**config.mk**
```make
export PLATFORM = sky130hd
export DESIGN_NAME = key_press_event_classifier_unit_flat
export DESIGN_NICKNAME = d
export VERILOG_FILES = /design/src/rtl/core/kpec_pkg.sv /design/src/rtl/core/kpec_if.sv /design/src/rtl/core/kpec_lane.sv /design/src/rtl/core/kpec_merge.sv /design/src/rtl/core/key_press_event_classifier_unit.sv /design/src/flat_wrapper.sv
export SDC_FILE = /design/constraint.sdc
export NUM_CORES = 2
export LEC_CHECK = 0
export BUFFER_PORTS_ARGS = -buffer_cell sky130_fd_sc_hd__buf_4
export CAP_MARGIN = 20
export CORE_MARGIN = 2
export CORE_UTILIZATION = 45
export DETAILED_ROUTE_END_ITERATION = 10
export PLACE_DENSITY = 0.7
export SETUP_SLACK_MARGIN = 0.4
export SLEW_MARGIN = 20
export SYNTH_ARGS = -nofsm -noshare
export SYNTH_HDL_FRONTEND = slang
export SYNTH_SLANG_ARGS = --single-unit
```
**constraint.sdc**
```tcl
create_clock -name i_clk -period 6.1 [get_ports i_clk]
set_input_delay 0.61 -clock i_clk [delete_from_list [all_inputs] [get_ports i_clk]]
set_output_delay 0.61 -clock i_clk [all_outputs]
set_load 0.02 [all_outputs]
```
**src/rtl/core/kpec_pkg.sv**
```systemverilog
package kpec_pkg;

    localparam int KEYS_MAX = 8;
    localparam int KEYS_DEF = 8;

    localparam int TICK_W  = 16;
    localparam int MASK_W  = 8;
    localparam int STATE_W = 3;
    localparam int CFG_IDX_W  = 3;
    localparam int CFG_DATA_W = 16;

    localparam logic [TICK_W-1:0] PRESS_MAX = 16'd65535;
    localparam logic [TICK_W-1:0] IDLE_MAX  = 16'd50000;

    localparam logic [CFG_IDX_W-1:0] CFG_HOLD_THR  = 3'd0;
    localparam logic [CFG_IDX_W-1:0] CFG_LONG_THR  = 3'd1;
    localparam logic [CFG_IDX_W-1:0] CFG_STUCK_THR = 3'd2;
    localparam logic [CFG_IDX_W-1:0] CFG_DBL_IVL   = 3'd3;
    localparam logic [CFG_IDX_W-1:0] CFG_HOLD_EN   = 3'd4;
    localparam logic [CFG_IDX_W-1:0] CFG_LONG_EN   = 3'd5;
    localparam logic [CFG_IDX_W-1:0] CFG_STUCK_EN  = 3'd6;
    localparam logic [CFG_IDX_W-1:0] CFG_DBL_EN    = 3'd7;

    localparam logic [TICK_W-1:0] HOLD_THR_RST  = 16'd50;
    localparam logic [TICK_W-1:0] LONG_THR_RST  = 16'd100;
    localparam logic [TICK_W-1:0] STUCK_THR_RST = 16'd1000;
    localparam logic [TICK_W-1:0] DBL_IVL_RST   = 16'd30;
    localparam logic [MASK_W-1:0] HOLD_EN_RST   = 8'h00;
    localparam logic [MASK_W-1:0] LONG_EN_RST   = 8'hFF;
    localparam logic [MASK_W-1:0] STUCK_EN_RST  = 8'h00;
    localparam logic [MASK_W-1:0] DBL_EN_RST    = 8'h00;

    typedef enum logic [STATE_W-1:0] {
        ST_IDLE   = 3'd0,
        ST_PRESS  = 3'd1,
        ST_HOLD   = 3'd2,
        ST_LONG   = 3'd3,
        ST_STUCK  = 3'd4,
        ST_DOUBLE = 3'd5
    } t_key_state;

    typedef struct packed {
        logic [TICK_W-1:0] hold_thr;
        logic [TICK_W-1:0] long_thr;
        logic [TICK_W-1:0] stuck_thr;
        logic [TICK_W-1:0] dbl_ivl;
        logic              hold_en;
        logic              long_en;
        logic              stuck_en;
        logic              dbl_en;
    } t_lane_cfg;

    typedef struct packed {
        t_key_state cur;
        t_key_state prev;
        logic       changed;
    } t_lane_res;

endpackage

```
**src/rtl/core/kpec_if.sv**
```systemverilog
interface kpec_in_if;
    logic                           valid;
    logic                           ready;
    logic [kpec_pkg::MASK_W-1:0]    key_levels;

    modport source (output valid, output key_levels, input ready);
    modport sink (input valid, input key_levels, output ready);
endinterface

interface kpec_out_if;
    logic                                            valid;
    logic                                            ready;
    logic [kpec_pkg::KEYS_MAX*kpec_pkg::STATE_W-1:0] current_states;
    logic [kpec_pkg::KEYS_MAX*kpec_pkg::STATE_W-1:0] previous_states;
    logic [kpec_pkg::KEYS_MAX-1:0]                   changed_mask;

    modport source (output valid, output current_states, output previous_states,
                    output changed_mask, input ready);
    modport sink (input valid, input current_states, input previous_states,
                  input changed_mask, output ready);
endinterface

```
**src/rtl/core/kpec_lane.sv**
```systemverilog
module kpec_lane (
    input  logic                  i_clk,
    input  logic                  i_rst_n,
    input  logic                  i_step,
    input  logic                  i_down,
    input  kpec_pkg::t_lane_cfg   i_cfg,
    output kpec_pkg::t_lane_res   o_res
);

    kpec_pkg::t_key_state             r_state, n_state;
    kpec_pkg::t_key_state             r_prior, n_prior;
    logic [kpec_pkg::TICK_W-1:0]      r_press, n_press;
    logic [kpec_pkg::TICK_W-1:0]      r_idle, n_idle;
    logic [kpec_pkg::TICK_W-1:0]      press_inc;
    logic                             changed;

    assign press_inc = (r_press < kpec_pkg::PRESS_MAX) ? r_press + 16'd1 : r_press;

    always_comb begin
        n_state = r_state;
        n_prior = r_prior;
        n_press = r_press;
        n_idle  = r_idle;
        if (r_state == kpec_pkg::ST_IDLE) begin
            if (i_down) begin
                n_prior = r_state;
                n_press = '0;
                if (r_prior == kpec_pkg::ST_PRESS && r_idle < i_cfg.dbl_ivl && i_cfg.dbl_en) begin
                    n_state = kpec_pkg::ST_DOUBLE;
                end else begin
                    n_state = kpec_pkg::ST_PRESS;
                end
            end else if (r_idle < kpec_pkg::IDLE_MAX) begin
                n_idle = r_idle + 16'd1;
            end
        end else if (!i_down) begin
            n_prior = r_state;
            n_state = kpec_pkg::ST_IDLE;
            n_press = '0;
            n_idle  = '0;
        end else begin
            n_press = press_inc;
            priority if (r_state == kpec_pkg::ST_PRESS && press_inc > i_cfg.hold_thr
                         && i_cfg.hold_en) begin
                n_prior = r_state;
                n_state = kpec_pkg::ST_HOLD;
            end else if ((r_state == kpec_pkg::ST_PRESS || r_state == kpec_pkg::ST_HOLD)
                         && press_inc > i_cfg.long_thr && i_cfg.long_en) begin
                n_prior = r_state;
                n_state = kpec_pkg::ST_LONG;
            end else if ((r_state == kpec_pkg::ST_PRESS || r_state == kpec_pkg::ST_HOLD
                          || r_state == kpec_pkg::ST_LONG)
                         && press_inc > i_cfg.stuck_thr && i_cfg.stuck_en) begin
                n_prior = r_state;
                n_state = kpec_pkg::ST_STUCK;
            end else begin
                n_state = r_state;
            end
        end
    end

    assign changed = (n_state != r_state)
                     || (r_state == kpec_pkg::ST_IDLE && i_down);

    always_ff @(posedge i_clk) begin
        if (!i_rst_n) begin
            r_state <= kpec_pkg::ST_IDLE;
            r_prior <= kpec_pkg::ST_IDLE;
            r_press <= '0;
            r_idle  <= '0;
        end else if (i_step) begin
            r_state <= n_state;
            r_prior <= n_prior;
            r_press <= n_press;
            r_idle  <= n_idle;
        end
    end

    assign o_res.cur     = n_state;
    assign o_res.prev    = n_prior;
    assign o_res.changed = changed;

endmodule

```
**src/rtl/core/kpec_merge.sv**
```systemverilog
module kpec_merge #(
    parameter int KEYS = kpec_pkg::KEYS_DEF
) (
    input  logic                   i_clk,
    input  logic                   i_rst_n,
    input  logic                   i_push,
    output logic                   o_can_push,
    input  kpec_pkg::t_lane_res    i_lanes [KEYS],
    kpec_out_if.source             o_rsp
);

    localparam int ST_BITS = kpec_pkg::KEYS_MAX * kpec_pkg::STATE_W;

    typedef struct packed {
        logic [ST_BITS-1:0]            cur;
        logic [ST_BITS-1:0]            prev;
        logic [kpec_pkg::KEYS_MAX-1:0] chg;
    } t_rsp;

    t_rsp   packed_rsp;
    t_rsp   r_out;
    t_rsp   r_skid;
    logic   r_out_vld;
    logic   r_skid_vld;
    logic   take;

    always_comb begin
        packed_rsp = '0;
        for (int k = 0; k < KEYS; k++) begin
            packed_rsp.cur[k*kpec_pkg::STATE_W +: kpec_pkg::STATE_W]  = i_lanes[k].cur;
            packed_rsp.prev[k*kpec_pkg::STATE_W +: kpec_pkg::STATE_W] = i_lanes[k].prev;
            packed_rsp.chg[k] = i_lanes[k].changed;
        end
    end

    assign take       = r_out_vld && o_rsp.ready;
    assign o_can_push = !r_skid_vld;

    always_ff @(posedge i_clk) begin
        if (!i_rst_n) begin
            r_out_vld  <= 1'b0;
            r_skid_vld <= 1'b0;
        end else if (r_skid_vld) begin
            if (take) begin
                r_out      <= r_skid;
                r_skid_vld <= 1'b0;
            end
        end else if (i_push) begin
            if (!r_out_vld || take) begin
                r_out     <= packed_rsp;
                r_out_vld <= 1'b1;
            end else begin
                r_skid     <= packed_rsp;
                r_skid_vld <= 1'b1;
            end
        end else if (take) begin
            r_out_vld <= 1'b0;
        end
    end

    assign o_rsp.valid           = r_out_vld;
    assign o_rsp.current_states  = r_out.cur;
    assign o_rsp.previous_states = r_out.prev;
    assign o_rsp.changed_mask    = r_out.chg;

endmodule

```
**src/rtl/core/key_press_event_classifier_unit.sv**
```systemverilog
// A result is registered at the output, or in the skid entry if that stalls.
// One request per cycle while ready; every key lane updates in the same cycle.
// A two-entry output buffer keeps requests flowing while one result waits.
// Reset (synchronous, active low) sets every key idle, clears both timers,
// empties the output buffer and loads the default register values.
module key_press_event_classifier_unit #(
    parameter int KEYS = kpec_pkg::KEYS_DEF
) (
    input  logic                                i_clk,
    input  logic                                i_rst_n,
    input  logic                                i_cfg_we,
    input  logic [kpec_pkg::CFG_IDX_W-1:0]      i_cfg_idx,
    input  logic [kpec_pkg::CFG_DATA_W-1:0]     i_cfg_data,
    kpec_in_if.sink                             i_req,
    kpec_out_if.source                          o_rsp
);

    logic [kpec_pkg::TICK_W-1:0] r_hold_thr;
    logic [kpec_pkg::TICK_W-1:0] r_long_thr;
    logic [kpec_pkg::TICK_W-1:0] r_stuck_thr;
    logic [kpec_pkg::TICK_W-1:0] r_dbl_ivl;
    logic [kpec_pkg::MASK_W-1:0] r_hold_en;
    logic [kpec_pkg::MASK_W-1:0] r_long_en;
    logic [kpec_pkg::MASK_W-1:0] r_stuck_en;
    logic [kpec_pkg::MASK_W-1:0] r_dbl_en;

    logic                        can_push;
    logic                        step;
    kpec_pkg::t_lane_res         lane_res [KEYS];

    always_ff @(posedge i_clk) begin
        if (!i_rst_n) begin
            r_hold_thr  <= kpec_pkg::HOLD_THR_RST;
            r_long_thr  <= kpec_pkg::LONG_THR_RST;
            r_stuck_thr <= kpec_pkg::STUCK_THR_RST;
            r_dbl_ivl   <= kpec_pkg::DBL_IVL_RST;
            r_hold_en   <= kpec_pkg::HOLD_EN_RST;
            r_long_en   <= kpec_pkg::LONG_EN_RST;
            r_stuck_en  <= kpec_pkg::STUCK_EN_RST;
            r_dbl_en    <= kpec_pkg::DBL_EN_RST;
        end else if (i_cfg_we) begin
            unique case (i_cfg_idx)
                kpec_pkg::CFG_HOLD_THR:  r_hold_thr  <= i_cfg_data;
                kpec_pkg::CFG_LONG_THR:  r_long_thr  <= i_cfg_data;
                kpec_pkg::CFG_STUCK_THR: r_stuck_thr <= i_cfg_data;
                kpec_pkg::CFG_DBL_IVL:   r_dbl_ivl   <= i_cfg_data;
                kpec_pkg::CFG_HOLD_EN:   r_hold_en   <= i_cfg_data[kpec_pkg::MASK_W-1:0];
                kpec_pkg::CFG_LONG_EN:   r_long_en   <= i_cfg_data[kpec_pkg::MASK_W-1:0];
                kpec_pkg::CFG_STUCK_EN:  r_stuck_en  <= i_cfg_data[kpec_pkg::MASK_W-1:0];
                kpec_pkg::CFG_DBL_EN:    r_dbl_en    <= i_cfg_data[kpec_pkg::MASK_W-1:0];
                default: ;
            endcase
        end
    end

    assign i_req.ready = can_push;
    assign step        = i_req.valid && can_push;

    for (genvar k = 0; k < KEYS; k++) begin : g_lane
        kpec_pkg::t_lane_cfg lane_cfg;

        assign lane_cfg.hold_thr  = r_hold_thr;
        assign lane_cfg.long_thr  = r_long_thr;
        assign lane_cfg.stuck_thr = r_stuck_thr;
        assign lane_cfg.dbl_ivl   = r_dbl_ivl;
        assign lane_cfg.hold_en   = r_hold_en[k];
        assign lane_cfg.long_en   = r_long_en[k];
        assign lane_cfg.stuck_en  = r_stuck_en[k];
        assign lane_cfg.dbl_en    = r_dbl_en[k];

        kpec_lane u_lane (
            .i_clk   (i_clk),
            .i_rst_n (i_rst_n),
            .i_step  (step),
            .i_down  (i_req.key_levels[k]),
            .i_cfg   (lane_cfg),
            .o_res   (lane_res[k])
        );
    end

    kpec_merge #(
        .KEYS (KEYS)
    ) u_merge (
        .i_clk      (i_clk),
        .i_rst_n    (i_rst_n),
        .i_push     (step),
        .o_can_push (can_push),
        .i_lanes    (lane_res),
        .o_rsp      (o_rsp)
    );

endmodule
```
**src/flat_wrapper.sv**
```systemverilog
// flat-port wrapper written by rule: the top's interface ports become plain ports
module key_press_event_classifier_unit_flat 
#(
    parameter int KEYS = kpec_pkg::KEYS_DEF
)
  (i_clk, i_rst_n, i_cfg_we, i_cfg_idx, i_cfg_data, i_req_valid, i_req_key_levels, i_req_ready, o_rsp_valid, o_rsp_current_states, o_rsp_previous_states, o_rsp_changed_mask, o_rsp_ready);
  kpec_in_if i_req_i ();
  kpec_out_if o_rsp_i ();
  input  logic i_clk;
  input  logic i_rst_n;
  input  logic i_cfg_we;
  input  logic [kpec_pkg::CFG_IDX_W-1:0] i_cfg_idx;
  input  logic [kpec_pkg::CFG_DATA_W-1:0] i_cfg_data;
  input wire logic [$bits(i_req_i.valid)-1:0] i_req_valid;
  input wire logic [$bits(i_req_i.key_levels)-1:0] i_req_key_levels;
  output wire logic [$bits(i_req_i.ready)-1:0] i_req_ready;
  output wire logic [$bits(o_rsp_i.valid)-1:0] o_rsp_valid;
  output wire logic [$bits(o_rsp_i.current_states)-1:0] o_rsp_current_states;
  output wire logic [$bits(o_rsp_i.previous_states)-1:0] o_rsp_previous_states;
  output wire logic [$bits(o_rsp_i.changed_mask)-1:0] o_rsp_changed_mask;
  input wire logic [$bits(o_rsp_i.ready)-1:0] o_rsp_ready;
  assign i_req_i.valid = i_req_valid;
  assign i_req_i.key_levels = i_req_key_levels;
  assign i_req_ready = i_req_i.ready;
  assign o_rsp_valid = o_rsp_i.valid;
  assign o_rsp_current_states = o_rsp_i.current_states;
  assign o_rsp_previous_states = o_rsp_i.previous_states;
  assign o_rsp_changed_mask = o_rsp_i.changed_mask;
  assign o_rsp_i.ready = o_rsp_ready;
  key_press_event_classifier_unit #(.KEYS(KEYS)) u_core (.i_clk(i_clk), .i_rst_n(i_rst_n), .i_cfg_we(i_cfg_we), .i_cfg_idx(i_cfg_idx), .i_cfg_data(i_cfg_data), .i_req(i_req_i), .o_rsp(o_rsp_i));
endmodule
```
==> summary.txt <==
clk root buf - clkbuf_16
Clk pwr share - 0.451
VDD IR max - 197 µV
die width - 284 µm
P_leak - 16.4 nW
arrival time worst endpoint - 5820 ps
initial antenna violation count - 6
CTS tree - yes
worst hold-check path type - input pin to register
Worst Setup End Kind - register
placed cells - 5,159
core area - 77,500 µm²
num rows - 102
clk buf depth - 3
layout net count - 4,731
initial core utilization - 0.455
gr usage total - 0.272
max frequency - 184 MHz
required time worst endpoint - 6480 ps
Slew headroom - 0.165
Synth Instances - 4,129
status - finished clean
reg-to-reg slack, setup - 670 ps
clock buffer count from CTS - 57
first-pass GRT wire length - 172,000 µm
yosys warns - 0
Switching Share - 0.267
area of the multi-input gates - 22,800 µm²
area leader, netlist - dfxtp_1
post-synthesis register bit count - 514
synthesized cell area - 35,300 µm²
top_reg_cell synth - dfxtp_1
Seq pwr share - 0.451
top cells by area, synth - dfxtp_1 23%, ha_1 18%, edfxtp_1 9.5%
Yosys top cell area share - 0.228
synth unique cells - 93
DP Wirelength - 80,700 µm
Setup crit start kind - register
Final Non-Filler Cells - 5,274
register area - 11,400 µm²
fin crit share - 0.891
TritonCTS Sinks - 514
Hold-fix buffers, CTS - 0
Crit Path Category - register to register
syn nets - 4,681
combinational share of power - 0.099
Filler Cells Inserted - 7,313
post-DR wirelength/cell - 21.5 µm
Slew Limit Fails - 0
final worst path period need - 5430 ps
P&R area growth vs syn - 10.6%
global route total overflow - 0
Layout Skew - 26.4 ps
Post-synth ARST share - 0
I/O pin total - 90
H-Tree Level Count - 2
post-synthesis average cell area - 8.54 µm²
1st-iter DRT viols - 3,260
DR DRC count - 0
largest net degree at the start of global routing - 121
Die Height - 284 µm
post-route ant nets - 0
WL final - 113,000 µm
Final Hold Vio Count - 0
worst-margin pin slew - 1250 ps
number of global-route vias before repair - 28,860
sequential-to-total area share from yosys stat - 0.323
Max-cap violations - 0
Internal - 0.00586 W
number of synthesized flops with an enable pin - 112
Worst-path clk slew - 60 ps
GP Congestion - 0.934
pwr/cell area - 205 nW/µm²
DRT Pass-1 Iters - 6
total negative setup slack - 0 ps
RSZ-0062 raised after global routing - no
switching pwr - 0.00214 W
Via Count - 32,013
vias per inst - 6.07
Clk Latency, worst-skew pair - 650 ps
share of layout cells above drive strength 1 - 0.0750
Final setup viols - 0
Port Buf Inserts - 89
crit-path max FO - 9
die footprint - 80,600 µm²
per-stage QoR:
step / setup slack [ps] / instance area [µm²] / total power, W / hold WS [ps] / util
after global placement: 1010 / 37000 / 0.00442 / 440 / 0.478
final: 666 / 39000 / 0.00799 / 164 / 0.504
after CTS: 891 / 39000 / 0.00801 / 139 / 0.503
after global routing: 447 / 39000 / 0.00822 / 164 / 0.504
after floorplan: 1530 / 35300 / 0.00413 / 432 / -
after detailed placement: 900 / 37000 / 0.00444 / 444 / 0.478
cell type report:
class,instances,area share
timing repair buffer,130,0.0258
multi-input combinational,3317,0.583
tap,1040,0.0333
clock buffer,71,0.0400
antenna,6,0.000385
inverter,159,0.0154
clock inverter,37,0.00942
sequential,514,0.292
critical path, stage by stage (launching register included):
cell	delay, ps
dfxtp_1	480
and4_1	300
and4_1	320
nand3_1	130
nor3_2	290
nor2_1	220
and4_1	290
xor2_1	180
ha_1	200
a21o_1	170
a21oi_1	140
o221ai_1	140
a2111oi_0	790
a2bb2oi_1	650
nand3_1	350
a22o_1	280
mux2_2	260
final timing paths:
path | from | depth (start not counted) | end
worst max-delay path | u_core.g_lane[1].u_lane.r_press[2] | 16 | u_core.u_merge.o_rsp.previous_states[4]
worst min-delay path | o_rsp_ready | 2 | u_core.u_merge.r_skid_vld
worst min register to register | u_core.r_stuck_en[0] | 2 | u_core.r_stuck_en[0]
worst max register to register | u_core.g_lane[1].u_lane.r_press[2] | 16 | u_core.u_merge.o_rsp.previous_states[4]
Yosys cell counts, types with 7 or more instances:
cell type and number:
and4_1 37, o2111ai_1 8, mux2i_1 17, a21oi_1 373, or3_1 28, a22oi_1 34, o31ai_1 38, and2_1 23
buf_2 12, nor3_1 71, nor2b_1 38, o21a_1 30, nand3_1 157, nor4b_1 9, a32o_1 20, o21ai_1 8
a21boi_0 9, dfxtp_1 402, nand2_1 516, and3_1 46, o211ai_1 47, a41oi_1 12, o2bb2ai_1 8, nand2b_1 33
inv_1 157, ha_1 520, a211oi_1 13, xor2_1 101, or4_1 15, edfxtp_1 112, o21ai_0 195, a21o_1 68
a2111oi_0 11, a211o_1 7, nand4_1 132, nor2_1 341, a31oi_1 31, xnor2_1 80, o221ai_1 11, mux2_2 52
nor4_1 30, clkbuf_2 8, a221oi_1 13, clkbuf_1 114, a22o_1 27
kinds of logic (layout without fill, tap and decap cells):
logic type | after synthesis | count (layout) | share of synthesized area
flip-flops | 514 | 514 | 0.323
multiplexers | 70 | 70 | 0.0217
other | 0 | 6 | 0
adder cells (fa/ha/maj) | 520 | 520 | 0.184
XOR/XNOR | 181 | 181 | 0.0449
buffers and inverters | 298 | 397 | 0.0325
AND/OR/NAND/NOR | 1505 | 1505 | 0.204
AO/OA/AOI/OAI | 1041 | 1041 | 0.189
state kept, by name (all words and copies together) (netlist names):
signal,count
u_core.r_long_thr,16
u_core.u_merge.o_rsp.changed_mask,8
u_core.g_lane.u_lane.r_prior,24
u_core.r_stuck_en,8
u_core.r_long_en,8
u_core.r_stuck_thr,16
u_core.u_merge.o_rsp.previous_states,24
u_core.g_lane.u_lane.r_state,24
u_core.g_lane.u_lane.r_press,128
u_core.r_dbl_en,8
u_core.u_merge.o_rsp.current_states,24
u_core.u_merge.r_skid_vld,1
u_core.r_hold_thr,16
u_core.u_merge.r_skid,56
u_core.g_lane.u_lane.r_idle,128
u_core.r_hold_en,8
u_core.u_merge.o_rsp.valid,1
u_core.r_dbl_ivl,16
cells in the final DEF, fill, tap and decap left out, drive strengths merged, types with 17 or more instances in the layout:
| cell | Yosys | routed |
|---|---|---|
| o21ai | 203 | 203 |
| mux2 | 53 | 53 |
| or3 | 29 | 29 |
| a22oi | 34 | 34 |
| xnor2 | 80 | 80 |
| xor2 | 101 | 101 |
| a32o | 20 | 20 |
| mux2i | 17 | 17 |
| nor4 | 32 | 32 |
| and2 | 24 | 24 |
| a21o | 68 | 68 |
| o21a | 30 | 30 |
| nor2b | 38 | 38 |
| nand4 | 133 | 133 |
| and3 | 46 | 46 |
| nor3 | 76 | 76 |
| inv | 158 | 159 |
| o211ai | 48 | 48 |
| dfxtp | 402 | 402 |
| nand3 | 157 | 157 |
| clkinv | 1 | 27 |
| nand2b | 33 | 33 |
| a21oi | 374 | 374 |
| nor2 | 342 | 342 |
| buf | 17 | 130 |
| and4 | 37 | 37 |
| a31oi | 31 | 31 |
| a22o | 27 | 27 |
| ha | 520 | 520 |
| clkbuf | 122 | 71 |
| o31ai | 39 | 39 |
| edfxtp | 112 | 112 |
| nand2 | 517 | 517 |
timing repair:
item / 4_1_cts / 5_1_grt
setup buffers: 0 / 0
endpoints found under the setup margin: 0 / 1
gates resized for setup: 0 / 2
hold endpoints to repair: 0 / 0
power by group through the flow:
| stage | sequential, W | combinational (W) | clock [W] |
|---|---|---|---|
| 6_report | 0.00360 | 0.000789 | 0.00360 |
| 5_1_grt | 0.00361 | 0.000846 | 0.00377 |
| 4_1_cts | 0.00360 | 0.000768 | 0.00364 |
| 3_5_place_dp | 0.00367 | 0.000762 | 0 |
| 3_3_place_gp | 0.00367 | 0.000753 | 0 |
| 2_1_floorplan | 0.00367 | 0.000460 | 0 |
metal layers:
metal | up-vias | part of all wire | track usage
met5 | - | 0.00036 | 0
met4 | 6 | 0.044 | 0.112
met3 | 314 | 0.096 | 0.0549
met2 | 1364 | 0.43 | 0.412
met1 | 14937 | 0.43 | 0.375
li1 | 15392 | - | -
No activity file was read; power rests on OpenSTA's default activity.
